[src/rtl/core/jsu_pkg.sv]
// ----------------------------------------------------------------------------
// jsu_pkg
// Shared types, character codes and helper functions for the JSON string
// unescaper.
// ----------------------------------------------------------------------------
package jsu_pkg;

  localparam int CODE_W          = 16;
  localparam int HEX_DIGIT_COUNT = 4;
  localparam int HEX_CNT_W       = $clog2(HEX_DIGIT_COUNT);

  localparam logic [CODE_W-1:0] CH_BACKSLASH = 16'h005C;
  localparam logic [CODE_W-1:0] CH_QUOTE     = 16'h0027;
  localparam logic [CODE_W-1:0] CH_DQUOTE    = 16'h0022;
  localparam logic [CODE_W-1:0] CH_U         = 16'h0075;
  localparam logic [CODE_W-1:0] CH_T         = 16'h0074;
  localparam logic [CODE_W-1:0] CH_F         = 16'h0066;
  localparam logic [CODE_W-1:0] CH_B         = 16'h0062;
  localparam logic [CODE_W-1:0] CH_N         = 16'h006E;
  localparam logic [CODE_W-1:0] CH_R         = 16'h0072;
  localparam logic [CODE_W-1:0] CH_TAB       = 16'h0009;
  localparam logic [CODE_W-1:0] CH_FF        = 16'h000C;
  localparam logic [CODE_W-1:0] CH_BS        = 16'h0008;
  localparam logic [CODE_W-1:0] CH_LF        = 16'h000A;
  localparam logic [CODE_W-1:0] CH_CR        = 16'h000D;

  typedef enum logic [1:0] {
    MODE_NORMAL  = 2'd0,
    MODE_ESCAPE  = 2'd1,
    MODE_HEX     = 2'd2,
    MODE_DISCARD = 2'd3
  } mode_t;

  typedef struct packed {
    mode_t                 mode;
    logic [CODE_W-1:0]     hex_value;
    logic [HEX_CNT_W-1:0]  hex_count;
  } state_t;

  typedef struct packed {
    logic                  emit;
    logic [CODE_W-1:0]     code;
    logic                  has_char;
    logic                  error;
    logic                  eos;
  } result_t;

  // Bit 4 set: not a hex digit.
  function automatic logic [4:0] hex_nibble(input logic [CODE_W-1:0] c);
    logic [4:0] nib;
    nib = 5'h10;
    if (c inside {[16'h0030:16'h0039]}) begin
      nib = {1'b0, c[3:0]};
    end else if (c inside {[16'h0061:16'h0066], [16'h0041:16'h0046]}) begin
      nib = {1'b0, c[3:0] + 4'd9};
    end
    return nib;
  endfunction

  function automatic logic [CODE_W-1:0] escape_map(input logic [CODE_W-1:0] c);
    logic [CODE_W-1:0] m;
    case (c)
      CH_QUOTE:  m = CH_QUOTE;
      CH_DQUOTE: m = CH_DQUOTE;
      CH_T:      m = CH_TAB;
      CH_F:      m = CH_FF;
      CH_B:      m = CH_BS;
      CH_N:      m = CH_LF;
      CH_R:      m = CH_CR;
      default:   m = CH_BACKSLASH;
    endcase
    return m;
  endfunction

endpackage

[src/rtl/core/jsu_decode.sv]
// ----------------------------------------------------------------------------
// jsu_decode
// One step of the unescape state machine: current state and one code unit
// in, next state and at most one result word out. Pure combinational.
// ----------------------------------------------------------------------------
module jsu_decode (
  input  jsu_pkg::state_t              st,
  input  logic [jsu_pkg::CODE_W-1:0]   code_in,
  input  logic                         is_last,
  output jsu_pkg::state_t              st_next,
  output jsu_pkg::result_t             res
);

  localparam jsu_pkg::state_t ST_CLEAR = '{
    mode:      jsu_pkg::MODE_NORMAL,
    hex_value: '0,
    hex_count: '0
  };

  logic [4:0]                     nib;
  logic [jsu_pkg::CODE_W-1:0]     hex_shift;
  logic                           hex_done;

  assign nib       = jsu_pkg::hex_nibble(code_in);
  assign hex_shift = {st.hex_value[jsu_pkg::CODE_W-5:0], nib[3:0]};
  assign hex_done  = (st.hex_count ==
                      jsu_pkg::HEX_CNT_W'(jsu_pkg::HEX_DIGIT_COUNT - 1));

  always_comb begin
    st_next = st;
    res     = '0;
    case (st.mode)
      jsu_pkg::MODE_NORMAL: begin
        if (code_in == jsu_pkg::CH_BACKSLASH && !is_last) begin
          st_next.mode = jsu_pkg::MODE_ESCAPE;
        end else begin
          res = '{emit: 1'b1, code: code_in, has_char: 1'b1, error: 1'b0,
                  eos: is_last};
          if (is_last) st_next = ST_CLEAR;
        end
      end
      jsu_pkg::MODE_ESCAPE: begin
        if (code_in == jsu_pkg::CH_U) begin
          if (is_last) begin
            st_next = ST_CLEAR;
            res = '{emit: 1'b1, code: '0, has_char: 1'b0, error: 1'b1, eos: 1'b1};
          end else begin
            st_next = '{mode: jsu_pkg::MODE_HEX, hex_value: '0, hex_count: '0};
          end
        end else begin
          st_next = ST_CLEAR;
          res = '{emit: 1'b1, code: jsu_pkg::escape_map(code_in), has_char: 1'b1,
                  error: 1'b0, eos: is_last};
        end
      end
      jsu_pkg::MODE_HEX: begin
        if (nib[4]) begin
          if (is_last) begin
            st_next = ST_CLEAR;
            res = '{emit: 1'b1, code: '0, has_char: 1'b0, error: 1'b1, eos: 1'b1};
          end else begin
            st_next = '{mode: jsu_pkg::MODE_DISCARD, hex_value: '0, hex_count: '0};
          end
        end else if (hex_done) begin
          st_next = ST_CLEAR;
          res = '{emit: 1'b1, code: hex_shift, has_char: 1'b1, error: 1'b0,
                  eos: is_last};
        end else if (is_last) begin
          st_next = ST_CLEAR;
          res = '{emit: 1'b1, code: '0, has_char: 1'b0, error: 1'b1, eos: 1'b1};
        end else begin
          st_next.hex_value = hex_shift;
          st_next.hex_count = st.hex_count + jsu_pkg::HEX_CNT_W'(1);
        end
      end
      jsu_pkg::MODE_DISCARD: begin
        if (is_last) begin
          st_next = ST_CLEAR;
          res = '{emit: 1'b1, code: '0, has_char: 1'b0, error: 1'b1, eos: 1'b1};
        end
      end
      default: begin
        st_next = ST_CLEAR;
      end
    endcase
  end

endmodule

[src/rtl/core/json_string_unescape.sv]
// ----------------------------------------------------------------------------
// json_string_unescape
// An accepted input word's result word, if any, is registered at the output.
// Throughput: one word per cycle unless out_ready stalls; set by the decode step
// and the output register, which takes a new result while the old one drains.
// Reset (rst, synchronous): decoder back to normal mode, output empty.
// ----------------------------------------------------------------------------
module json_string_unescape (
  input  logic                        clk,
  input  logic                        rst,
  input  logic                        in_valid,
  output logic                        in_ready,
  input  logic [jsu_pkg::CODE_W-1:0]  code_in,
  input  logic                        is_last,
  output logic                        out_valid,
  input  logic                        out_ready,
  output logic [jsu_pkg::CODE_W-1:0]  code_out,
  output logic                        has_char,
  output logic                        error,
  output logic                        end_of_string
);

  jsu_pkg::state_t  st;
  jsu_pkg::state_t  st_next;
  jsu_pkg::result_t res;
  logic             in_fire;

  assign in_ready = !out_valid || out_ready;
  assign in_fire  = in_valid && in_ready;

  jsu_decode u_decode (
    .st      (st),
    .code_in (code_in),
    .is_last (is_last),
    .st_next (st_next),
    .res     (res)
  );

  always_ff @(posedge clk) begin
    if (rst) begin
      st        <= '{mode: jsu_pkg::MODE_NORMAL, hex_value: '0, hex_count: '0};
      out_valid <= 1'b0;
    end else begin
      if (in_fire) st <= st_next;
      if (in_fire) begin
        out_valid <= res.emit;
      end else if (out_ready) begin
        out_valid <= 1'b0;
      end
    end
  end

  always_ff @(posedge clk) begin
    if (in_fire && res.emit) begin
      code_out      <= res.code;
      has_char      <= res.has_char;
      error         <= res.error;
      end_of_string <= res.eos;
    end
  end

endmodule

[config.mk]
export PLATFORM = sky130hd
export DESIGN_NAME = json_string_unescape
export DESIGN_NICKNAME = d
export VERILOG_FILES = /design/src/rtl/core/jsu_pkg.sv /design/src/rtl/core/jsu_decode.sv /design/src/rtl/core/json_string_unescape.sv
export SDC_FILE = /design/constraint.sdc
export NUM_CORES = 1
export LEC_CHECK = 0
export BUFFER_PORTS_ARGS = -buffer_cell sky130_fd_sc_hd__buf_2
export CAP_MARGIN = 25
export CORE_MARGIN = 2
export CORE_UTILIZATION = 30
export DETAILED_ROUTE_END_ITERATION = 7
export HOLD_SLACK_MARGIN = 0.03
export MAX_ROUTING_LAYER = met4
export SETUP_SLACK_MARGIN = 0.15
export SLEW_MARGIN = 20
export SYNTH_ARGS = -nofsm -noshare
export SYNTH_HDL_FRONTEND = slang
export SYNTH_SLANG_ARGS = --single-unit
[constraint.sdc]
create_clock -name clk -period 8.4 [get_ports clk]
set_input_delay 0.84 -clock clk [delete_from_list [all_inputs] [get_ports clk]]
set_output_delay 0.84 -clock clk [all_outputs]
set_load 0.01 [all_outputs]
==> summary by stage, run 1 <==
Clocking
No sink is reached through more buffers than the 2 on the longest clock path. TritonCTS created 5 clock buffers. Clock tree synthesis found a total of 36 sinks.

The CTS tree is built. The cell sitting at the root of the clock tree is a sky130_fd_sc_hd__clkbuf_8. The H-tree depth is 2.

The clock reaches the later pin of the worst-skew pair after 0.28 ns. The number of gates resized after CTS was 0. Clock-pin slew was measured on the worst setup and hold paths at 0.06 ns. The number of setup buffers added after CTS is 0. The number of hold-repair buffers added at the cts stage is 0.

Logic synthesis
The post-synthesis sequential element count is 36. The mean area per synthesized cell is 9.97 sq um. The number of warnings reported in the yosys synthesis log is 0. After technology mapping, the gate count stands at 208. Of the synthesized area, sequential elements account for 43.9%. The number of unique standard cell types used by synthesis is 53. The cell area that synthesis handed to floorplanning was 0.00207 sq mm. When the netlist entered floorplanning its net count stood at 234.

Min path
In this run the most critical hold path is launched from st[2]$_SDFFE_PP0P_. The worst hold path belongs to the class flip-flop to flip-flop. The hold-critical path depth is 2. The worst hold path terminates at st[2]$_SDFFE_PP0P_.

Critical path
The maximum net fanout on the critical path is 19. On the critical path, the stage with the largest delay is an instance of sky130_fd_sc_hd__or3b_4. Among cell families on the critical path, the largest total delay comes from simple AND/OR/NAND/NOR gates. Walking the worst path, the cells encountered are buf_2 > inv_1 > ha_1 > nor4b_1 > o21ai_0 > or3b_4 > a31oi_4 > nor2_1 > nor2_1 > buf_4. The number of cells on the worst reg-to-reg path is 7. The critical path contains buffers and inverters numbering 3 combined. The cell repeated most along the worst path is sky130_fd_sc_hd__nor2_1. In this run the critical register-to-register path is captured at code_out[5]$_DFFE_PP_. The worst register-to-register path begins at st[0]$_SDFFE_PP0P_. The critical path required time is 8.37 ns. The largest single stage delay on the critical path is 0.43 ns. The capturing element type of the critical path is a flip-flop. STA classifies the critical path startpoint as a primary input.

The category of the most critical setup path is primary input to flip-flop. The data arrival time of the worst path is 2.99 ns. The worst register-to-register path has a setup slack of 6.12 ns.

Route
Detailed routing placed a total of 338 um of wire on met3. The highest metal layer used by the detailed router is met4. The iteration count of the initial detailed-routing pass is 4. After detailed routing, the average wire length per cell comes to 15.7 um. The number of violations reported at the end of detailed-routing iteration 0 is 142.

The remaining routing DRC violations is 0. In this run the remaining antenna-violating nets after routing total 0. The post-detailed-route via-to-cell ratio is 5.41. In the final routing, the length of wire on met1 measures 2.28 mm. Across all layers, the routed design uses 1,776 vias. Detailed routing placed a total of 2.46 mm of wire on met2. The overall routed net length is 5.14 mm.

Global routing
The global route total overflow is 0. Across every metal layer, demand over resource in global routing totals 14.7%. The number of antenna violations at the first check in global routing is 0. The wire length of the first global-routing pass is 8.41 mm. The pin count of the biggest net entering global routing is 20.

The number of global-route vias before repair came to 1,690.

Timing
The clock period could shrink to 3.02 ns. The final setup TNS is 0 ns. Based on the critical path, the design can be clocked at up to 332 MHz. The number of hold violations in the final report is 0. For the pin with the worst max-slew slack, the measured transition is 0.865 ns. Setup repair after global routing left no endpoint under its margin. The setup-violating endpoint count in the final report is 0.

The post-route fraction of the period consumed by the critical path is 35.9%. The number of pins exceeding their max-slew limit in the final report is 0. Between clock sinks in the finished design, the worst skew comes to 0.00213 ns. The worst slew margin relative to its limit is 42.1%.

Finish
The area added between synthesis and finish is 15.9%. Once layout is complete, the cells apart from fillers number 328. After routing the design area is 0.00240 sq mm. The filler cells instantiated in the layout total 710.

The share of post-route cells with drive strength above 1 is 24.6%. The leading cell type in the layout, fill and taps excluded is sky130_fd_sc_hd__buf_2. The repair_antennas step left the layout with diodes totalling 0. Leaving out fill and tap cells, the most frequent cells in the layout are 41 x sky130_fd_sc_hd__buf_2, 20 x sky130_fd_sc_hd__nand2_1, 19 x sky130_fd_sc_hd__edfxtp_1.

The final layout contains 273 nets.

Outcome
The flow ran to the end, and the final reports show no timing, DRC or antenna violations.

Die
The core region is 0.00676 sq mm. The die covers 0.00759 sq mm. The die width is 87.1 um.

Row generation in the floorplan step produced 30 rows. The overall die height is 87.1 um. For this configuration, the core starts out at a cell density of 30.7%. During I/O placement, the number of pins put on the boundary was 42.

Pwr
For this design the ratio of total power to cell area is 151 mW/mm^2. The total chip power is 364 uW. In this run the static leakage power is 0.000934 uW. VDD sags by at most 0.0000563 V.

Placed design
The post-DP HPWL is 3.94 mm. Including well taps, the total number of placed cells is 320. Summing all placed instances gives a cell area of 0.00232 sq mm. The congestion estimate from routability-driven global placement came to 0.873. The count of buffers added on input and output ports is 41.

Run
The number of maximum-capacitance constraint violations is 0.
layer usage:
layer,global-route usage [%],vias to the layer above
li1,-,876
met1,18.4,836
met2,23.6,58
met3,3.41,6
met4,4.62,0
met5,-,-
power breakdown:
| part | internal (uW) | total (uW) | switching, uW |
|---|---|---|---|
| Clock | 57.7 | 114 | 56.4 |
| Combinational | 20.9 | 53.7 | 32.8 |
| Sequential | 194 | 196 | 2.22 |
worst reg2reg max path: cells and delay by family (launching register included):
family	cells	cell delay, ns
simple gates	4	0.68
compound gates	1	0.44
fa+ha+maj	1	0.22
buf+inv	1	0.27
flops	1	0.36
cell type report:
class                           instances  area [sq um]  share of cell area [%]
Multi-Input combinational cell        155          1070                    44.7
Clock buffer                            7          76.3                    3.18
Clock inverter                          1          3.75                   0.156
Tap cell                               80           100                    4.16
Timing Repair Buffer                   42           213                    8.85
Sequential cell                        36           911                    37.9
Inverter                                7          26.3                    1.09
per-stage QoR:
stage	hold WS, ns	utilization, %	setup WS (ns)
after global placement	0.461	34.4	5.14
final	0.483	35.6	5.38
after CTS	0.485	35.6	5.38
after detailed placement	0.469	34.4	5.07
after global routing	0.498	35.6	5.17
after floorplan	0.447	-	4.95
worst max path at each step:
stage	from	slack, ns	cells past startpoint	endpoint
after floorplan	code_in[0]	4.95	9	code_out[0]$_DFFE_PP_
after global placement	code_in[0]	5.14	10	code_out[4]$_DFFE_PP_
after detailed placement	code_in[0]	5.07	10	code_out[4]$_DFFE_PP_
after CTS	code_in[0]	5.38	10	code_out[11]$_DFFE_PP_
after global routing	code_in[0]	5.17	10	code_out[0]$_DFFE_PP_
final	code_in[0]	5.38	10	code_out[5]$_DFFE_PP_
cell families after synthesis:
kind of cell | share of synthesized area [%]
flops | 43.9
fa+ha+maj | 3.02
simple gates | 22.2
compound gates | 24.7
xor+xnor | 0.845
mux | 1.03
buf+inv | 4.29
synth_stat cells, drive strengths merged:
master / count / area, sq um
o31a: 1 / 8.76
clkbuf: 5 / 18.8
or3b: 2 / 20.0
and3: 3 / 18.8
o41ai: 1 / 8.76
o311a: 2 / 20.0
buf: 5 / 43.8
a31oi: 5 / 46.3
ha: 5 / 62.6
and2: 4 / 25.0
o22a: 1 / 8.76
inv: 7 / 26.3
nand2b: 3 / 18.8
o21bai: 2 / 15.0
mux2: 1 / 11.3
a221o: 1 / 10.0
dfxtp: 17 / 340
a21o: 2 / 15.0
nand3: 3 / 32.5
a22oi: 1 / 7.51
nand4: 3 / 25.0
nand4b: 1 / 8.76
a41oi: 1 / 8.76
or2: 1 / 6.26
nor2: 17 / 63.8
a22o: 17 / 149
nor4: 5 / 52.6
nor2b: 3 / 18.8
nand2: 20 / 75.1
nor3: 4 / 20.0
or3: 1 / 6.26
edfxtp: 19 / 571
a21oi: 12 / 60.1
a31o: 2 / 17.5
a211oi: 3 / 22.5
o21ai: 15 / 75.1
and4: 3 / 26.3
o211ai: 2 / 28.8
xnor2: 2 / 17.5
mux2i: 1 / 10.0
nor4b: 2 / 17.5
and4bb: 2 / 25.0
o211a: 1 / 10.0
state kept, by name (all words and copies together) (netlist names):
signal	flops
code_out	16
st	16
error	1
has_char	1
out_valid	1
end_of_string	1
No activity file was read; power rests on OpenSTA's default activity.
==> inputs of run 2 (changes only) <==
==> constraint.sdc (replaced) <==
create_clock -name clk -period 3.2 [get_ports clk]
set_input_delay 0.32 -clock clk [delete_from_list [all_inputs] [get_ports clk]]
set_output_delay 0.32 -clock clk [all_outputs]
set_load 0.01 [all_outputs]
==> run 2 against run 1 <==
Effect of this change: wire length decreased by 2.9%; clock-buffer cell count decreased by 1; first-iteration DRC count decreased by 20%; core utilization increased by 0.11 points; hold slack got worse by 0.23 ns; die area unchanged; sequential share of layout area decreased by 0.12 points; register-to-register slack got worse by 5.3 ns; clock power increased to 2.6 times the previous value; combinational power increased to 2.6 times the previous value; critical path type unchanged.
==> summary by stage, run 2 (same netlist as run 1, synthesis figures left out) <==
Route
The routed layout has 1,788 vias. The remaining routing DRC violations is 0. The first detailed-routing pass ran for 4 iterations. The number of violations reported at the end of detailed-routing iteration 0 is 114. In this run the remaining antenna-violating nets after routing total 0.

The wire length per cell is 15.2 um. After detailed routing, the number of vias per cell comes to 5.43. Wires add up to 4.99 mm.

Timing
Setup violations remaining at the end of the flow were counted as 0. In this run the tightest slew margin relative to its limit is 40.9%. The number of hold violations in the final report is 0.

Setup repair after global routing left no endpoint under its margin. The final setup TNS is 0 ns. The highest clock rate is 387 MHz. The clock arrives with 0.00567 ns of skew. The slew at the pin closest to its max-slew limit is 0.883 ns.

After layout, the minimum clock period comes to 2.58 ns. The number of pins exceeding their max-slew limit in the final report is 0. The worst slack on hold paths is 0.251 ns. The post-route fraction of the period consumed by the critical path is 80.7%.

Clocking
The clock root buffer is sky130_fd_sc_hd__clkbuf_8. The quantity of gates resized following cts is 0. CTS built an H-tree with a depth of 2. The number of hold-repair buffers added at the cts stage is 0.

For this design, the sink count on the clock tree is 36. Buffers inserted during clock tree synthesis total 5. Once the clock tree was built, the setup fixing pass inserted 0 buffers. The maximum clock path buffer count is 2.

For the worst-skew pair, the clock arrives at the later sink with an insertion delay of 0.28 ns. The CTS tree is built. Clock-pin slew was measured on the worst setup and hold paths at 0.07 ns.

Critical path
The critical path required time is 3.19 ns. STA puts the critical path data arrival time at 2.57 ns. Of all nets on the critical path, the largest fanout is 15. The nature of the critical path startpoint is a primary input.

Across all register-to-register paths, the minimum setup slack is 0.84 ns. The category of the most critical setup path is primary input to flip-flop. The capturing element type of the critical path is a flip-flop.

Finish
The layout net count is 274. The multi-input logic area is 0.00107 sq mm. The top cell types in the final layout, fill and taps aside, are 41 x sky130_fd_sc_hd__buf_2, 20 x sky130_fd_sc_hd__nand2_1, 19 x sky130_fd_sc_hd__edfxtp_1.

0 antenna diodes ended up in the layout. The sequential cells in the finished layout cover a total of 911 sq um. Relative to the synthesized area, the layout overhead comes to 16.3%. Leaving out fill and tap cells, the most frequent cell in the layout is sky130_fd_sc_hd__buf_2.

The layout has 702 filler cells. The largest registers in the layout are code_out (16), st (16). In the final layout, the share of cells above drive strength 1 is 24.9%.

Pwr
The combinational group share of total power is 14.9%. The power spent charging and discharging nets is 240 uW. Power spread over the standard cell area amounts to 395 mW/mm^2. The leakage component of the power is 0.000939 uW. The total internal power is 712 uW. Net switching is 25.2% of the power. In this run, the clock network consumes 31.2% of the power.

The worst vdd rail ir drop is 0.000153 V. The register share of total power is 53.9%.

Global routing
After global routing, the most crowded layer is met2. Entering global routing, the biggest net connects 17 pins. The met3 track demand over resource in global routing is 3.22%. The number of global-route vias before repair came to 1,533. The number of antenna violations at the first check in global routing is 0.

The met1 global-route usage is 17.6%. The first global-routing pass estimated 7.77 mm of wire. The total overflow left after global routing is 0. For met2 alone, demand over resource in global routing was 21.4%. For this run, the total global-route usage over all layers was measured as 13.8%.

Die
The area of the die is 0.00759 sq mm. The area inside the core boundary is 0.00676 sq mm. The number of top-level pins is 42. For this configuration, the core starts out at a cell density of 30.7%. The die width is 87.1 um. The number of placement rows is 30.

The overall die height is 87.1 um.

Min path
The type of the most critical hold path is primary input to flip-flop.

Run
Max-cap violations in this run came to 0.

Placed design
The number of input and output port buffers inserted is 41. The weighted congestion reported at the end of routability-driven placement is 0.865. The post-DP HPWL is 3.85 mm.

Outcome
The run finished with clean final reports.
## run 2: critical path, cell delays in order
cell and delay (ns):
sky130_fd_sc_hd__buf_2 0.11, sky130_fd_sc_hd__nor4_2 0.50, sky130_fd_sc_hd__and2_1 0.39, sky130_fd_sc_hd__nand4_2 0.22
sky130_fd_sc_hd__a31oi_4 0.47, sky130_fd_sc_hd__nor2_1 0.07, sky130_fd_sc_hd__nor2_1 0.24, sky130_fd_sc_hd__buf_4 0.24
## run 2: power by group through the flow
stage | combinational, uW | clock [uW] | sequential (uW)
after floorplan | 74.0 | 0 | 533
after CTS | 141 | 308 | 514
after global routing | 156 | 330 | 516
after global placement | 140 | 0 | 525
after detailed placement | 141 | 0 | 524
final | 142 | 297 | 514
## run 2: final timing paths
path | startpoint | endpoint | cells after the start
max | code_in[15] | code_out[10]$_DFFE_PP_ | 8
min reg2reg | st[5]$_SDFFE_PP0P_ | st[5]$_SDFFE_PP0P_ | 2
min | rst | out_valid$_SDFFE_PP0P_ | 2
max reg2reg | st[0]$_SDFFE_PP0P_ | code_out[10]$_DFFE_PP_ | 7
## run 2: per-layer routing
| metal | share of wire (%) | wire length [um] |
|---|---|---|
| met4 | 1.6 | 81 |
| met2 | 46 | 2300 |
| met1 | 47 | 2330 |
| met5 | 0 | 0 |
| met3 | 5.5 | 276 |
## run 2: cell type report
type	instances	share of cell area (%)
inverter	7	1.09
multi-input combinational	155	44.5
clock inverter	2	0.311
timing repair buffer	43	9.13
tap	80	4.15
clock buffer	6	3.01
sequential	36	37.8
## run 2: metrics by stage
step / power (uW) / utilization, % / cell area [sq um] / std cells / worst slack [ns]
finish: 952 / 35.7 / 2410 / 329 / 0.616
global route: 1000 / 35.7 / 2410 / 329 / 0.374
CTS: 964 / 35.7 / 2410 / 329 / 0.578
detailed placement: 665 / 34.5 / 2330 / 321 / 0.279
global placement: 665 / 34.5 / 2330 / 321 / 0.375
floorplan: 607 / - / 2070 / 208 / 0.274
==> inputs of run 3 (changes only) <==
==> constraint.sdc (replaced) <==
create_clock -name clk -period 2.2 [get_ports clk]
set_input_delay 0.22 -clock clk [delete_from_list [all_inputs] [get_ports clk]]
set_output_delay 0.22 -clock clk [all_outputs]
set_load 0.01 [all_outputs]
==> run 3 against run 2 <==
Effect of this change: cell area up 10%; sequential power up 45%; combinational power up 70%; clock power up 50%; via count up 5.9%; power up 50%; clock skew about the same; first-iteration DRC count up 21%; hold slack worse by 0.095 ns; critical path type unchanged; critical endpoint is now code_out[2]$_DFFE_PP_; largest cell class unchanged.
==> summary by stage, run 3 (same netlist as run 1, synthesis figures left out) <==
Outcome
The run finished with clean final reports.

Critical path
The largest delay contributor family on the critical path is compound AO/OA/AOI/OAI gates. At the worst endpoint, the arrival time is 1.91 ns. The sum of buffers and inverters on the critical path is 1. The critical path required time is 2.22 ns. The worst register-to-register path begins at st[18]$_SDFFE_PP0P_. The nature of the critical path startpoint is a primary input.

The worst setup path is of the primary input to flip-flop kind. The count of cells along the worst register-to-register path is 6. The maximum single-stage delay on the critical path is 0.42 ns. The capturing element type of the critical path is a flip-flop. The endpoint of the worst register-to-register path is code_out[6]$_DFFE_PP_. The maximum net fanout on the critical path is 4.

The critical path goes through buf_2 > nor4_4 > nand2_1 > o31a_1 > a31o_2 > a211oi_1 > o21ai_1. For this design, the slowest cell found on the critical path is sky130_fd_sc_hd__nor4_4. For flop-to-flop paths, the worst setup slack is 0.34 ns.

Global routing
The wire length of the first global-routing pass is 8.54 mm. The pin count of the biggest net entering global routing is 20. The number of global-route vias before repair is 1,797. The number of antenna violations at the first check in global routing came to 0. The total overflow left after global routing is 0.

The total global-route track usage is 15.0%.

Placed design
The number of input and output port buffers inserted is 41. At the end of routability-driven placement, the weighted congestion stood at 0.893. The post-DP HPWL is 4.36 mm. The placed instance area is 0.00256 sq mm.

Finish
The final layout contains 301 nets. The share of post-route cells with drive strength above 1 is 34.8%. Summing all non-filler instances in the final layout gives an area of 0.00266 sq mm. The antenna diode count is 0. The top cell types in the final layout, fill and taps aside, are 41 x sky130_fd_sc_hd__buf_2, 28 x sky130_fd_sc_hd__buf_4, 20 x sky130_fd_sc_hd__nand2_1.

The area taken by flip-flops and latches is 911 sq um. The layout has 664 filler cells. The largest registers in the layout are code_out (16), st (16). The area growth from synthesis to layout is 28.5%. The leading cell type in the layout, fill and taps excluded is sky130_fd_sc_hd__buf_2. The multi-input logic area is 0.00111 sq mm.

Timing
The clock tree skew after final layout is 0.00521 ns. Setup violations remaining at the end of the flow were counted as 0. The slew at the pin closest to its max-slew limit is 0.454 ns. The clock period could shrink to 1.90 ns. Static timing analysis puts the maximum clock frequency at 527 MHz. The final critical path takes up 86.2% of the cycle. Headroom to the max-slew limit came out at 69.5%. Hold timing on the final database bottoms out at a slack of 0.156 ns. The number of hold violations in the final report is 0. Setup repair after global routing left no endpoint under its margin.

The number of pins exceeding their max-slew limit in the final report is 0.

Min path
The hold-critical path depth is 2. The worst hold path belongs to the class primary input to flip-flop. The endpoint of the worst hold-timing path is st[19]$_SDFFE_PP0P_. In this run the most critical hold path is launched from rst.

Die
The number of placement rows is 30. The number of top-level pins is 42. The floorplan step defined a die boundary enclosing 0.00759 sq mm. Once the floorplan was initialized, standard cells occupied 30.7% of the core. The die width is 87.1 um. In this run the vertical extent of the chip is 87.1 um. The floorplan step defined a core boundary enclosing 0.00676 sq mm.

Route
The post-detailed-route via-to-cell ratio is 5.32. The routed layout has 1,894 vias. The iteration count of the initial detailed-routing pass is 4. After detailed routing, the number of remaining DRC violations is 0. The number of violations reported at the end of detailed-routing iteration 0 is 138.

In the final routed layout, each cell accounts on average for 15.5 um. The overall routed net length is 5.51 mm. The antenna violation net count after detailed routing is 0.

Clocking
The number of sinks handled by clock tree synthesis is 36. TritonCTS built the clock tree. The clock root buffer is sky130_fd_sc_hd__clkbuf_8. TritonCTS created 5 clock buffers. The H-tree depth is 2. At the later pin of the worst-skew pair, clock insertion delay measures 0.29 ns. The post-CTS clock slew at the launch and capture registers of the worst setup and hold paths is 0.07 ns. The number of hold-repair buffers added at the cts stage is 0. The clock passes through at most 2 buffers.

Run
Across the run, the number of max-cap violations was 0.

Pwr
The total power per unit cell area is 538 mW/mm^2. The worst vdd rail ir drop is 0.000182 V. For this design the static power due to leakage is 0.00108 uW.
-- run 3: power by group --
part / switching (uW) / internal (uW) / total (uW)
combinational: 136 / 105 / 241
clock: 223 / 222 / 445
sequential: 7.86 / 739 / 747
total: 367 / 1070 / 1430
-- run 3: how the worst max path moves through the flow --
stage	start	depth (start not counted)	end	slack, ns
final	code_in[10]	7	code_out[2]$_DFFE_PP_	0.30
after global routing	code_in[10]	7	code_out[2]$_DFFE_PP_	0.17
after CTS	st[18]$_SDFFE_PP0P_	6	code_out[15]$_DFFE_PP_	0.22
after detailed placement	code_in[1]	9	has_char$_DFFE_PP_	-0.07
after global placement	code_in[1]	9	has_char$_DFFE_PP_	-0.03
after floorplan	code_in[3]	8	code_out[0]$_DFFE_PP_	-0.07
-- run 3: metal layers --
metal / track usage [%] / share of wire, %
met1: 17.8 / 44
met3: 2.94 / 5.9
met2: 25.4 / 49
met4: 4.90 / 1.5
met5: - / 0
-- run 3: area by class of cell --
type / count / share of cell area [%]
multi-input combinational: 155 / 41.7
sequential: 36 / 34.2
timing repair buffer: 70 / 16.3
tap: 80 / 3.76
clock buffer: 7 / 2.87
inverter: 7 / 0.986
clock inverter: 1 / 0.188
-- run 3: worst register-to-register path: cells and delay by family (launching register included) --
family / cells / cell delay (ns)
simple gates: 5 / 1.05
buf+inv: 1 / 0.16
flops: 1 / 0.40
-- run 3: per-stage QoR --
| step | total power, uW | TNS, ns | setup slack (ns) | std cells | utilization, % |
|---|---|---|---|---|---|
| 3_5_place_dp | 1000 | -0.198 | -0.0738 | 348 | 37.9 |
| 4_1_cts | 1440 | 0 | 0.220 | 356 | 39.1 |
| 5_1_grt | 1490 | 0 | 0.168 | 356 | 39.4 |
| 3_3_place_gp | 1000 | -0.0677 | -0.0319 | 348 | 37.9 |
| 6_report | 1430 | 0 | 0.303 | 356 | 39.4 |
| 2_1_floorplan | 885 | -1.32 | -0.0693 | 208 | - |
-- run 3: what timing repair did --
item,4_1_cts,5_1_grt
resized for setup,0,3
setup endpoints to repair,0,32
setup buffers,0,0
